$ cat src/rtl/sfau_pkg.sv
package sfau_pkg;

    localparam int EXP_W = 16;
    localparam int OUT_MANT_W = 48;

    typedef enum logic [2:0] {
        OP_ADD = 3'd0,
        OP_SUB = 3'd1,
        OP_MUL = 3'd2,
        OP_DIV = 3'd3,
        OP_NEG = 3'd4
    } op_t;

    localparam logic signed [EXP_W-1:0] EXP_ERR = 16'sh8000;
    localparam int EXP_LIM = 32767;
    localparam int EXP_FLOOR = 16383;

    // Sequencer state, one-hot
    typedef enum logic [5:0] {
        ST_IDLE  = 6'b000001,
        ST_ALIGN = 6'b000010,
        ST_MUL   = 6'b000100,
        ST_DIV   = 6'b001000,
        ST_NORM  = 6'b010000,
        ST_DONE  = 6'b100000
    } state_t;

endpackage

$ cat src/rtl/sfau_core.sv
module sfau_core #(
    parameter int MANT_W = 48
) (
    input  logic                                clk,
    input  logic                                rst_n,
    input  logic                                start,
    input  logic [2:0]                          req_type,
    input  logic signed [sfau_pkg::EXP_W-1:0]   a_exp,
    input  logic signed [MANT_W-1:0]            a_mant,
    input  logic signed [sfau_pkg::EXP_W-1:0]   b_exp,
    input  logic signed [MANT_W-1:0]            b_mant,
    output logic                                busy,
    output logic                                done,
    output logic signed [sfau_pkg::EXP_W-1:0]   r_exp,
    output logic signed [MANT_W-1:0]            r_mant,
    output logic                                r_err
);
    import sfau_pkg::*;

    localparam int FRAC = MANT_W - 2;
    localparam int CNT_W = $clog2(2 * MANT_W + 1);
    localparam int DIFF_W = EXP_W + 2;
    localparam logic signed [MANT_W-1:0] M_ERR = {1'b1, {(MANT_W-1){1'b0}}};
    localparam logic [MANT_W-1:0] M_MAX = {1'b0, {(MANT_W-1){1'b1}}};
    localparam logic [CNT_W-1:0] MUL_STEPS = CNT_W'(MANT_W);
    localparam logic [CNT_W-1:0] DIV_STEPS = CNT_W'(MANT_W + FRAC);

    state_t state_reg, state_next;

    logic signed [EXP_W+1:0]   e_reg, e_next;        // working exponent
    logic                      neg_reg, neg_next;    // result sign
    logic [MANT_W:0]           v_reg, v_next;        // magnitude (one spare bit)
    logic [MANT_W-1:0]         x_reg, x_next;        // multiplicand / dividend
    logic [MANT_W-1:0]         y_reg, y_next;        // multiplier / divisor
    logic [2*MANT_W-1:0]       acc_reg, acc_next;    // product or remainder
    logic                      over_reg, over_next;
    logic [CNT_W-1:0]          cnt_reg, cnt_next;
    logic signed [EXP_W-1:0]   re_reg, re_next;
    logic signed [MANT_W-1:0]  rm_reg, rm_next;
    logic                      rerr_reg, rerr_next;
    logic                      zpass_reg, zpass_next; // normalize bypass
    logic signed [MANT_W-1:0]  am_reg, am_next, bm_reg, bm_next;
    logic signed [EXP_W-1:0]   ae_reg, ae_next, be_reg, be_next;

    // Subtractor used for division steps
    logic [MANT_W:0]           rem_sh;
    logic [MANT_W+1:0]         sub_res;
    logic                      sub_ok;
    logic [CNT_W-1:0]          bit_pos;
    logic [CNT_W-1:0]          x_idx;
    logic                      div_bit;

    function automatic logic [MANT_W-1:0] mag(input logic signed [MANT_W-1:0] m);
        mag = m[MANT_W-1] ? MANT_W'(-m) : MANT_W'(m);
    endfunction

    assign busy = (state_reg != ST_IDLE);
    assign done = (state_reg == ST_DONE);
    assign r_exp = re_reg;
    assign r_mant = rm_reg;
    assign r_err = rerr_reg;

    // Dividend bit i of (x << FRAC), from the top
    assign bit_pos = DIV_STEPS - CNT_W'(1) - cnt_reg;
    assign x_idx = bit_pos - CNT_W'(FRAC);
    always_comb
    begin
        if (bit_pos >= CNT_W'(FRAC))
            div_bit = x_reg[x_idx[$clog2(MANT_W)-1:0]];
        else
            div_bit = 1'b0;
    end
    assign rem_sh = {acc_reg[MANT_W-1:0], div_bit};
    assign sub_res = {1'b0, rem_sh} - {2'b00, y_reg};
    assign sub_ok = !sub_res[MANT_W+1];

    always_comb
    begin
        logic a_err, b_err, a_zero, b_zero;
        logic signed [MANT_W-1:0] bm_eff;
        logic signed [EXP_W-1:0] ea, eb;
        logic signed [MANT_W-1:0] ma, mb;
        logic signed [DIFF_W-1:0] diff;
        logic signed [MANT_W-1:0] shv;
        logic signed [MANT_W:0] sum;
        logic signed [EXP_W+1:0] esum;
        logic [MANT_W-1:0] q;
        logic [2*MANT_W:0] psum;

        state_next = state_reg;
        e_next = e_reg;
        neg_next = neg_reg;
        v_next = v_reg;
        x_next = x_reg;
        y_next = y_reg;
        acc_next = acc_reg;
        over_next = over_reg;
        cnt_next = cnt_reg;
        re_next = re_reg;
        rm_next = rm_reg;
        rerr_next = rerr_reg;
        zpass_next = zpass_reg;
        am_next = am_reg;
        bm_next = bm_reg;
        ae_next = ae_reg;
        be_next = be_reg;
        a_err = 1'b0; b_err = 1'b0; a_zero = 1'b0; b_zero = 1'b0;
        bm_eff = '0; ea = '0; eb = '0; ma = '0; mb = '0; diff = '0;
        shv = '0; sum = '0; esum = '0; q = '0; psum = '0;

        unique case (state_reg)
            ST_IDLE:
            begin
                if (start)
                begin
                    a_err = (a_exp == EXP_ERR) || (a_mant == M_ERR);
                    b_err = (b_exp == EXP_ERR) || (b_mant == M_ERR);
                    a_zero = (a_exp == '0) && (a_mant == '0);
                    b_zero = (b_exp == '0) && (b_mant == '0);
                    ae_next = a_exp; am_next = a_mant;
                    be_next = b_exp; bm_next = b_mant;
                    x_next = mag(a_mant);
                    y_next = mag(b_mant);
                    neg_next = a_mant[MANT_W-1] ^ b_mant[MANT_W-1];
                    acc_next = '0;
                    over_next = 1'b0;
                    cnt_next = '0;
                    zpass_next = 1'b0;
                    state_next = ST_DONE;
                    re_next = EXP_ERR; rm_next = M_ERR; rerr_next = 1'b1;
                    priority case (req_type)
                        OP_NEG:
                        begin
                            if (a_err)
                            begin
                                re_next = a_exp; rm_next = a_mant;
                            end
                            else if (a_zero)
                            begin
                                re_next = '0; rm_next = '0; rerr_next = 1'b0;
                            end
                            else if (a_mant == -$signed(M_MAX))
                            begin
                                re_next = EXP_ERR;
                            end
                            else
                            begin
                                re_next = a_exp; rm_next = -a_mant; rerr_next = 1'b0;
                            end
                        end
                        OP_ADD, OP_SUB:
                        begin
                            // effective b after optional negate
                            if (req_type == OP_SUB)
                            begin
                                if (b_err)
                                    b_err = 1'b1;
                                else if (b_zero)
                                    bm_next = '0;
                                else if (b_mant == -$signed(M_MAX))
                                    b_err = 1'b1;
                                else
                                    bm_next = -b_mant;
                            end
                            if (a_err || b_err)
                                state_next = ST_DONE;
                            else
                                state_next = ST_ALIGN;
                        end
                        OP_MUL:
                        begin
                            esum = (EXP_W+2)'(a_exp) + (EXP_W+2)'(b_exp);
                            e_next = esum;
                            if (a_err || b_err)
                                state_next = ST_DONE;
                            else if (a_zero || b_zero)
                            begin
                                re_next = '0; rm_next = '0; rerr_next = 1'b0;
                            end
                            else if (esum > (EXP_W+2)'(EXP_LIM) ||
                                     esum < -(EXP_W+2)'(EXP_LIM))
                                state_next = ST_DONE;
                            else
                                state_next = ST_MUL;
                        end
                        OP_DIV:
                        begin
                            esum = (EXP_W+2)'(a_exp) - (EXP_W+2)'(b_exp);
                            e_next = esum;
                            if (a_err || b_err || b_mant == '0)
                                state_next = ST_DONE;
                            else if (a_zero)
                            begin
                                re_next = '0; rm_next = '0; rerr_next = 1'b0;
                            end
                            else if (esum > (EXP_W+2)'(EXP_LIM) ||
                                     esum < -(EXP_W+2)'(EXP_LIM))
                                state_next = ST_DONE;
                            else
                                state_next = ST_DIV;
                        end
                        default:
                            state_next = ST_DONE;
                    endcase
                end
            end
            ST_ALIGN:
            begin
                a_zero = (ae_reg == '0) && (am_reg == '0);
                b_zero = (be_reg == '0) && (bm_reg == '0);
                if (a_zero)
                begin
                    re_next = be_reg; rm_next = bm_reg; rerr_next = 1'b0;
                    state_next = ST_DONE;
                end
                else if (b_zero)
                begin
                    re_next = ae_reg; rm_next = am_reg; rerr_next = 1'b0;
                    state_next = ST_DONE;
                end
                else
                begin
                    if (ae_reg < be_reg)
                    begin
                        ea = be_reg; ma = bm_reg; eb = ae_reg; mb = am_reg;
                    end
                    else
                    begin
                        ea = ae_reg; ma = am_reg; eb = be_reg; mb = bm_reg;
                    end
                    diff = DIFF_W'(ea) - DIFF_W'(eb);
                    if (diff >= DIFF_W'(MANT_W))
                        shv = mb[MANT_W-1] ? '1 : '0;
                    else
                        shv = mb >>> diff[$clog2(MANT_W)-1:0];
                    // gap of MANT_W or more gives plain zero
                    if (diff >= DIFF_W'(MANT_W))
                        shv = '0;
                    sum = (MANT_W+1)'(ma) + (MANT_W+1)'(shv);
                    if (sum > $signed({1'b0, M_MAX}) || sum < -$signed({1'b0, M_MAX}))
                        state_next = ST_DONE;
                    else
                    begin
                        e_next = (EXP_W+2)'(ea);
                        neg_next = sum[MANT_W];
                        v_next = sum[MANT_W] ? (MANT_W+1)'(-sum) : (MANT_W+1)'(sum);
                        zpass_next = (ea == '0) && (sum == '0);
                        state_next = ST_NORM;
                    end
                end
            end
            ST_MUL:
            begin
                // shift-add, one multiplier bit per cycle, LSB first
                acc_next = {1'b0, acc_reg[2*MANT_W-1:1]};
                if (y_reg[cnt_reg[$clog2(MANT_W)-1:0]])
                begin
                    psum = {1'b0, acc_reg} + {1'b0, x_reg, {MANT_W{1'b0}}};
                    acc_next = psum[2*MANT_W:1];
                end
                cnt_next = cnt_reg + CNT_W'(1);
                if (cnt_reg == MUL_STEPS - CNT_W'(1))
                begin
                    if (acc_next >> (MANT_W + FRAC) != '0)
                        state_next = ST_DONE;
                    else
                    begin
                        q = acc_next[FRAC +: MANT_W];
                        if (q > M_MAX)
                            state_next = ST_DONE;
                        else
                        begin
                            v_next = {1'b0, q};
                            state_next = ST_NORM;
                        end
                    end
                end
            end
            ST_DIV:
            begin
                // restoring division, one quotient bit per cycle
                q = x_next;
                if (sub_ok)
                begin
                    acc_next = {{MANT_W{1'b0}}, sub_res[MANT_W-1:0]};
                    if (bit_pos >= CNT_W'(MANT_W - 1))
                        over_next = 1'b1;
                    else
                        v_next = v_reg | ((MANT_W+1)'(1) << bit_pos);
                end
                else
                    acc_next = {{(MANT_W-1){1'b0}}, rem_sh};
                cnt_next = cnt_reg + CNT_W'(1);
                if (cnt_reg == DIV_STEPS - CNT_W'(1))
                begin
                    if (over_next || v_next > {1'b0, M_MAX})
                        state_next = ST_DONE;
                    else
                        state_next = ST_NORM;
                end
            end
            ST_NORM:
            begin
                // one left shift per cycle until the leading bit lands or the exponent floor is reached
                if (zpass_reg)
                begin
                    re_next = '0; rm_next = '0; rerr_next = 1'b0;
                    state_next = ST_DONE;
                end
                else if (v_reg != '0 && !v_reg[FRAC] && e_reg > -(EXP_W+2)'(EXP_FLOOR))
                begin
                    v_next = v_reg << 1;
                    e_next = e_reg - (EXP_W+2)'(1);
                end
                else
                begin
                    if (e_reg < -(EXP_W+2)'(EXP_FLOOR))
                    begin
                        re_next = '0; rm_next = '0;
                    end
                    else
                    begin
                        re_next = EXP_W'(e_reg);
                        rm_next = neg_reg ? -$signed(v_reg[MANT_W-1:0])
                                          : $signed(v_reg[MANT_W-1:0]);
                    end
                    rerr_next = 1'b0;
                    state_next = ST_DONE;
                end
            end
            ST_DONE:
                state_next = ST_IDLE;
            default:
                state_next = ST_IDLE;
        endcase
        if (state_reg == ST_IDLE && start && (req_type == OP_MUL || req_type == OP_DIV))
            v_next = '0;
    end

    always_ff @(posedge clk or negedge rst_n)
    begin
        if (!rst_n)
            state_reg <= ST_IDLE;
        else
            state_reg <= state_next;
    end

    always_ff @(posedge clk)
    begin
        e_reg <= e_next;
        neg_reg <= neg_next;
        v_reg <= v_next;
        x_reg <= x_next;
        y_reg <= y_next;
        acc_reg <= acc_next;
        over_reg <= over_next;
        cnt_reg <= cnt_next;
        re_reg <= re_next;
        rm_reg <= rm_next;
        rerr_reg <= rerr_next;
        zpass_reg <= zpass_next;
        am_reg <= am_next;
        bm_reg <= bm_next;
        ae_reg <= ae_next;
        be_reg <= be_next;
    end

endmodule

$ cat src/rtl/sentinel_float_arith_unit.sv
// Sequential sentinel float unit. Raise start with an opcode and operands while busy
// is low; the single result appears for one cycle with done high and cannot be stalled.
// Negate, error and mul/div zero cases go straight to DONE; add/sub pass ALIGN and,
// unless an operand is zero, NORM; mul steps a shift-add adder one multiplier bit at
// a time and div a restoring subtractor one quotient bit at a time, each then
// normalizing by left shifts in NORM.
module sentinel_float_arith_unit #(
    parameter int MANT_W = 48
) (
    input  logic               clk,
    input  logic               rst_n,
    input  logic               start,
    output logic               busy,
    input  logic [2:0]         req_type,
    input  logic signed [15:0] a_exp,
    input  logic signed [47:0] a_mant,
    input  logic signed [15:0] b_exp,
    input  logic signed [47:0] b_mant,
    output logic               done,
    output logic signed [15:0] r_exp,
    output logic signed [47:0] r_mant,
    output logic               r_err
);
    import sfau_pkg::*;

    logic signed [MANT_W-1:0] rm;

    sfau_core #(.MANT_W(MANT_W)) u_core (
        .clk      (clk),
        .rst_n    (rst_n),
        .start    (start),
        .req_type (req_type),
        .a_exp    (a_exp),
        .a_mant   (a_mant[MANT_W-1:0]),
        .b_exp    (b_exp),
        .b_mant   (b_mant[MANT_W-1:0]),
        .busy     (busy),
        .done     (done),
        .r_exp    (r_exp),
        .r_mant   (rm),
        .r_err    (r_err)
    );

    assign r_mant = OUT_MANT_W'(rm);

    a_done_one: assert property (@(posedge clk) disable iff (!rst_n)
        done |=> !done)
        else $error("done held two cycles");
    a_done_busy: assert property (@(posedge clk) disable iff (!rst_n)
        done |-> busy)
        else $error("done while idle");
    a_start_busy: assert property (@(posedge clk) disable iff (!rst_n)
        (start && !busy) |=> busy)
        else $error("start not taken");

endmodule
$ cat config.mk
export PLATFORM = sky130hd
export DESIGN_NAME = sentinel_float_arith_unit
export DESIGN_NICKNAME = d
export VERILOG_FILES = /design/src/rtl/sfau_pkg.sv /design/src/rtl/sfau_core.sv /design/src/rtl/sentinel_float_arith_unit.sv
export SDC_FILE = /design/constraint.sdc
export NUM_CORES = 2
export LEC_CHECK = 0
export BUFFER_PORTS_ARGS = -buffer_cell sky130_fd_sc_hd__buf_2
export CORE_MARGIN = 2
export CORE_UTILIZATION = 47
export CTS_CLUSTER_SIZE = 20
export DETAILED_ROUTE_END_ITERATION = 8
export PLACE_DENSITY = 0.69
export SYNTH_ARGS = -nofsm -noshare
export SYNTH_HDL_FRONTEND = slang
export SYNTH_SLANG_ARGS = --single-unit
$ cat constraint.sdc
create_clock -name clk -period 32.4 [get_ports clk]
set_input_delay 0 -clock clk [delete_from_list [all_inputs] [get_ports clk]]
set_output_delay 0 -clock clk [all_outputs]
set_load 0.01 [all_outputs]
-- Word-level counts from Yosys, hierarchy flattened
Cells that the tools add are included.
Widths: inputs -> output; s select.
- register bits: 468
- bits of input ports: 134
- output and inout port bits: 67
- word-level logic and storage cells: 282
- $add $sub $neg: 14
- magnitude comparators: 16
- equality and inequality tests: 32
- shift operators: 2
- multiplexer cells: 146
- bitwise logic cells: 2
- reductions and logical operators: 51
- operators with widths (cell ; count):
    $mux 48 ; 31
    $mux 49 ; 13
    $mux 16 ; 21
    $mux 96 ; 3
    $pmux 48 s3 ; 2
    $pmux 96 s3 ; 1
    $pmux 49 s4 ; 1
    $eq 48x48->1 const B ; 4
    $logic_not 48->1 ; 4
    $neg 48->48 ; 3
    $mux 18 ; 6
    $mux 6 ; 18
    $add 96x96->97 ; 1
    $pmux 16 s3 ; 2
    $reduce_bool 96->1 ; 1
    $mux 47 ; 2
    $logic_not 16->1 ; 5
    $pmux 18 s3 ; 1
    $sub 49x48->50 ; 1
    $add 48x48->49 ; 1
    $gt 49x47->1 const B ; 1
    $gt 49x48->1 const B ; 1
    $logic_not 49->1 ; 1
    $lt 49x48->1 const B ; 1
    other kinds (61) ; 138

-- Logic depth before layout (Yosys ltp)
- word-level depth: 18
- depth in mapped cells: 45
- depth with buffers taken out: 35

-- Least setup slack after synthesis
Ideal clock, no wire load.
- path kind: register to register
- from: register u_core.ae_reg[10]
- to: register u_core.e_reg[0], enable pin
- setup time: 399 ps
- arrival: 10294 ps
- required time: 32001 ps
- setup slack: 21707 ps
- cell stages (with the launch flop): 39
- path buffers: 12
- clock period less this slack: 10693 ps
- cell sequence: edfxtp_1 > ha_1 > clkbuf_1 > and3_1 > a41oi_1 > a211o_1 > nand2_1 > buf_4 > buf_4 > buf_2 > clkbuf_1 > clkbuf_1 > buf_1 > a21oi_1 > ha_1 > inv_2 > clkbuf_1 > buf_1 > [3 not listed] > a211oi_1 > a221oi_1 > a21oi_1 > ha_1 > fa_1 > a211oi_4 > o21a_2 > o211ai_1 > and2_1 > buf_2 > a2111oi_0 > or2_2 > clkbuf_1 > o31a_1 > o311ai_1 > and3_1 > buf_6 > a21oi_1
- word-level cells in the longest chain between the ends: 16
- RTL lines (element ; line ; RTL):
    start: declaration ; sfau_core.sv:43 ; logic signed [EXP_W-1:0] ae_reg, ae_next, be_reg, be_next;
    start signal: assignment ; sfau_core.sv:364 ; ae_reg <= ae_next;
    $lt 16x16->1 ; sfau_core.sv:223 ; if (ae_reg < be_reg)
    $mux 16 ; sfau_core.sv:223 ;
    $mux 16 ; sfau_core.sv:216 ; else if (b_zero)
    $mux 16 ; sfau_core.sv:211 ; if (a_zero)
    $mux 16 ; sfau_core.sv:111 ; unique case (state_reg)
    $sub 16x16->17 ; sfau_core.sv:231 ; diff = DIFF_W'(ea) - DIFF_W'(eb);
    $ge 18x7->1 or $sshr 48x6->48 (tied branches) ; sfau_core.sv:232, sfau_core.sv:237, sfau_core.sv:235 ;
    $mux 48 ; sfau_core.sv:237 ; if (diff >= DIFF_W'(MANT_W))
    $mux 48 ; sfau_core.sv:216 ;
    $mux 48 ; sfau_core.sv:211 ;
    $mux 48 ; sfau_core.sv:111 ;
    $add 48x48->49 ; sfau_core.sv:239 ; sum = (MANT_W+1)'(ma) + (MANT_W+1)'(shv);
    $gt 49x48->1 or $lt 49x48->1 (tied branches) ; sfau_core.sv:240 ; if (sum > $signed({1'b0, M_MAX}) || sum < -$signed({1'b0, M_MAX}))
    $logic_or 1x1->1 ; sfau_core.sv:240 ;
    $ne 2x2->1 (no line) ; -- ;
    $reduce_and 8->1 (no line) * ; -- ;
    end signal: assignment ; sfau_core.sv:350 ; e_reg <= e_next;
    end: declaration ; sfau_core.sv:30 ; logic signed [EXP_W+1:0] e_reg, e_next;
Every way passes the cells marked *; elsewhere a longest branch is shown, timed or not. The select of a mux whose other input is x is not followed.
A chain may end at the register's enable or synchronous reset.

-- Worst setup path in the final report
- from: register u_core.be_reg[10]
- to: register u_core.v_reg[36]
- word-level cells in the longest chain between the ends: 18
- RTL lines (element ; line ; RTL):
    start: declaration ; sfau_core.sv:43 ;
    start signal: assignment ; sfau_core.sv:365 ; be_reg <= be_next;
    $lt 16x16->1 ; sfau_core.sv:223 ;
    $mux 16 ; sfau_core.sv:223 ;
    $mux 16 ; sfau_core.sv:216 ;
    $mux 16 ; sfau_core.sv:211 ;
    $mux 16 ; sfau_core.sv:111 ;
    $sub 16x16->17 ; sfau_core.sv:231 ;
    $ge 18x7->1 or $sshr 48x6->48 (tied branches) ; sfau_core.sv:232, sfau_core.sv:237, sfau_core.sv:235 ;
    $mux 48 ; sfau_core.sv:237 ;
    [2 not listed] ; -- ;
    $mux 48 ; sfau_core.sv:111 ;
    $add 48x48->49 ; sfau_core.sv:239 ;
    $neg 49->49 ; sfau_core.sv:246 ; v_next = sum[MANT_W] ? (MANT_W+1)'(-sum) : (MANT_W+1)'(sum);
    $mux 49 ; sfau_core.sv:246 ;
    $mux 49 ; sfau_core.sv:240 ;
    $mux 49 ; sfau_core.sv:216 ;
    $mux 49 ; sfau_core.sv:211 ;
    $pmux 49 s4 ; sfau_core.sv:111 ;
    end signal: assignment ; sfau_core.sv:352 ; v_reg <= v_next;
    end: declaration ; sfau_core.sv:32 ; logic [MANT_W:0] v_reg, v_next;
Parallel ways exist; a longest one is shown, timed or not. The select of a mux whose other input is x is not followed.

==> key figures <==
Critical path
  – CP required: approximately 33 ns
  – Startpoint Class: flip-flop
  – CP arrival: 12.12 ns
  – Slowest cell on the critical path: inv_2
  – CP max stage delay: 0.85 ns
  – Endpoint class of the critical path: flip-flop
  – Crit path kind: reg2reg
  – CP max FO: 46

Die
  – Die Y: between 300 and 400 µm
  – Core ar.: 96,400 µm²
  – Die Area: 99,500 µm²
  – Die X: 316 µm
  – Row cnt: between 100 and 150
  – I/O pin total: 201
  – Initial core utilization: 0.473

Logic synthesis
  – Syn Nets: 5,762
  – Async SR Flop Fraction: 0.0128
  – Yosys warning count: 0
  – Synth Cell Area: 45,600 µm²
  – Yosys reg bits: 467
  – Syn Inst Count: 5,414
  – Sequential fraction of the synthesis area: 0.296
  – Main synth FF type: edfxtp_1
  – Syn Area/Cell: 8.42 µm²
  – Synth cell types: 115
  – Post-synth EDFFs: 412

STA
  – Hold Vio Cnt, Final: 0
  – Final Critical Period: ~12 ns
  – RSZ-0062 raised after global routing: no
  – Worst hold margin: 0.119 ns
  – Peak Freq: 0.0867 GHz
  – Finish-stage setup viols: 0
  – Final Max Slew Viols: 0
  – Measured slew at the worst slew-check pin: between 1 and 1.5 ns
  – Total negative slack: 0 ns
  – Worst Skew: 0.0245 ns
  – Fin crit share: 0.356
  – Slew HR: 0.0433

Clock network
  – Deepest clock path buffer count: 3
  – CTS H-tree depth: 2
  – Setup bufs post-CTS: 0
  – CTS root buf: clkbuf_16
  – Inserted Clock Buffers: 57
  – CTS tree: built
  – Reg clk slew, reported paths: around 0.06 ns
  – Skew-Pair Late Insertion Delay: around 0.7 ns
  – Clock sink count: 467

Routing
  – TritonRoute pass-1 iters: 8
  – Met2 WL: between 80,000 and 90,000 µm
  – Drt total wl: 196,000 µm
  – WL met1: 73,200 µm
  – Post-route DRC: 0
  – Vias: 47,590
  – Iter 0 DRT Violations: 7,205
  – Final ANT Viol Nets: 0
  – Met3 WL: 26,400 µm
  – Max layer used: met5
  – Wirelength per Cell: 28.5 µm
  – Vias per std cell: 6.89

Finish
  – Nets: about 5,900
  – Area Growth Syn to Fin: 11.8%
  – Max reg flops: 96
  – Area of the multi-input gates: between 30,000 and 40,000 µm²
  – Fin cells: 6,905
  – Fill cells: around 9,000
  – Register area: 13,500 µm²
  – Ratio of cells with drive above 1 in the final layout: 0.107

GRT
  – All-Layer GR Usage: 0.381
  – Grt total ovfl: 0
  – Number of antenna violations at the first check in global routing: 16
  – Largest net degree at the start of global routing: 86
  – Wire length of the first global-routing pass: 284,000 µm
  – Vias in the first global route: 43,527

Flow run
  – Max-Cap Viols: 0

Placement
  – Placed Cells incl. Taps: 6,625
  – Final Wtd Congestion: 1.11
  – Post-DP HPWL: 150,000 µm
  – IO Port Bufs: 200

Status
  – Outcome: finished, final reports clean

Min path
  – Hold Path Class: in2reg
[metal layers]
| metal | vias to the layer above | track usage |
|---|---|---|
| met5 | - | 0 |
| met4 | 6 | 0.241 |
| met3 | 721 | 0.119 |
| met2 | 3431 | 0.556 |
| met1 | 22588 | 0.490 |
| li1 | 20844 | - |
[critical path: cells and delay by family (launching register included)]
kind,cells,cell delay (ns)
AO/OA/AOI/OAI,14,3.75
flip-flops,1,0.42
buffers and inverters,4,1.54
AND/OR/NAND/NOR,12,3.80
adder cells (fa/ha/maj),3,1.17
multiplexers,2,0.75
[cell families after synthesis]
group / Yosys count / synth area share
fa+ha+maj: 214 / 0.0595
mux: 251 / 0.0720
flops: 467 / 0.296
compound gates: 1674 / 0.247
xor+xnor: 367 / 0.0705
buf+inv: 514 / 0.0472
simple gates: 1927 / 0.207
[path summary, 6_finish.rpt]
kind	slack, ns	cells after the start	from	end
setup / recovery	20.87	35	u_core.be_reg[10]	u_core.v_reg[36]
hold / removal	0.12	3	b_mant[47]	u_core.y_reg[1]
setup reg to reg	20.87	35	u_core.be_reg[10]	u_core.v_reg[36]
hold reg to reg	0.57	1	u_core.state_reg[0]	u_core.state_reg[0]
max in group asynchronous	31.67	3	rst_n	u_core.state_reg[0]
min in group asynchronous	0.38	3	rst_n	u_core.state_reg[5]
[cell usage in the layout, fill, tap and decap left out, types with 62 or more instances in the layout]
cell type      synthesis  final
a21o_1                85     85
a21oi_1              485    484
a31oi_1               74     74
edfxtp_1             412    412
nor2_1               376    370
nor3b_1               65     62
nor3_1               126    126
xnor2_1              264    263
o21ai_0              342    342
inv_1                174    173
nand4_1               72     72
or3_1                 83     83
nand2_1              700    694
xor2_1               103    102
ha_1                 209    209
dlygate4sd3_1          4    160
buf_2                 37    200
nand3_1              101    101
mux2i_1              167    167
nor4_1                88     87
buf_4                 14     73
[cell type report]
| cell class | count | share of cell area |
|---|---|---|
| multi-input combinational | 4433 | 0.590 |
| sequential | 467 | 0.265 |
| timing repair buffer | 434 | 0.0622 |
| tap | 1276 | 0.0313 |
| clock buffer | 63 | 0.0284 |
| inverter | 175 | 0.0130 |
| clock inverter | 44 | 0.00930 |
| antenna | 13 | 0.000638 |
[repair_timing]
action                                 4_1_cts  5_1_grt
endpoints found under the hold margin      279        0
hold buffers                               160        0
gates resized for setup                      0        0
[stage by stage]
step	utilization	cell area [µm²]	setup WS [ns]
after detailed placement	0.492	47400	21.23
after global routing	0.529	51000	20.24
final	0.529	51000	20.87
after floorplan	-	45600	21.71
after global placement	0.492	47400	21.40
after CTS	0.528	51000	21.19
[synthesized netlist by cell type, types with 33 or more instances]
library cell  count  share of area
a211oi_1         59         0.0097
a21o_1           85          0.014
a21oi_1         485          0.053
a221oi_1         44         0.0085
a31oi_1          74          0.010
and2_1           49         0.0067
and3_1           47         0.0064
buf_2            37         0.0041
clkbuf_1        238          0.020
dfxtp_1          49          0.022
edfxtp_1        412           0.27
ha_1            209          0.057
inv_1           174          0.014
mux2i_1         167          0.037
mux4_2           59          0.029
nand2_1         700          0.058
nand2b_1         47         0.0064
nand3_1         101          0.011
nand4_1          72         0.0099
nor2_1          376          0.031
nor3_1          126          0.014
nor3b_1          65          0.011
nor4_1           88          0.012
o211ai_1         45         0.0074
o21ai_0         342          0.038
o221ai_1         53          0.010
o31ai_1          49         0.0081
or3_1            83          0.011
or4_1            33         0.0054
xnor2_1         264          0.051
xor2_1          103          0.020
Power is left out: the tool's default activity adds up to more than one toggle a clock period on the data nets, which glitch-free logic cannot reach.
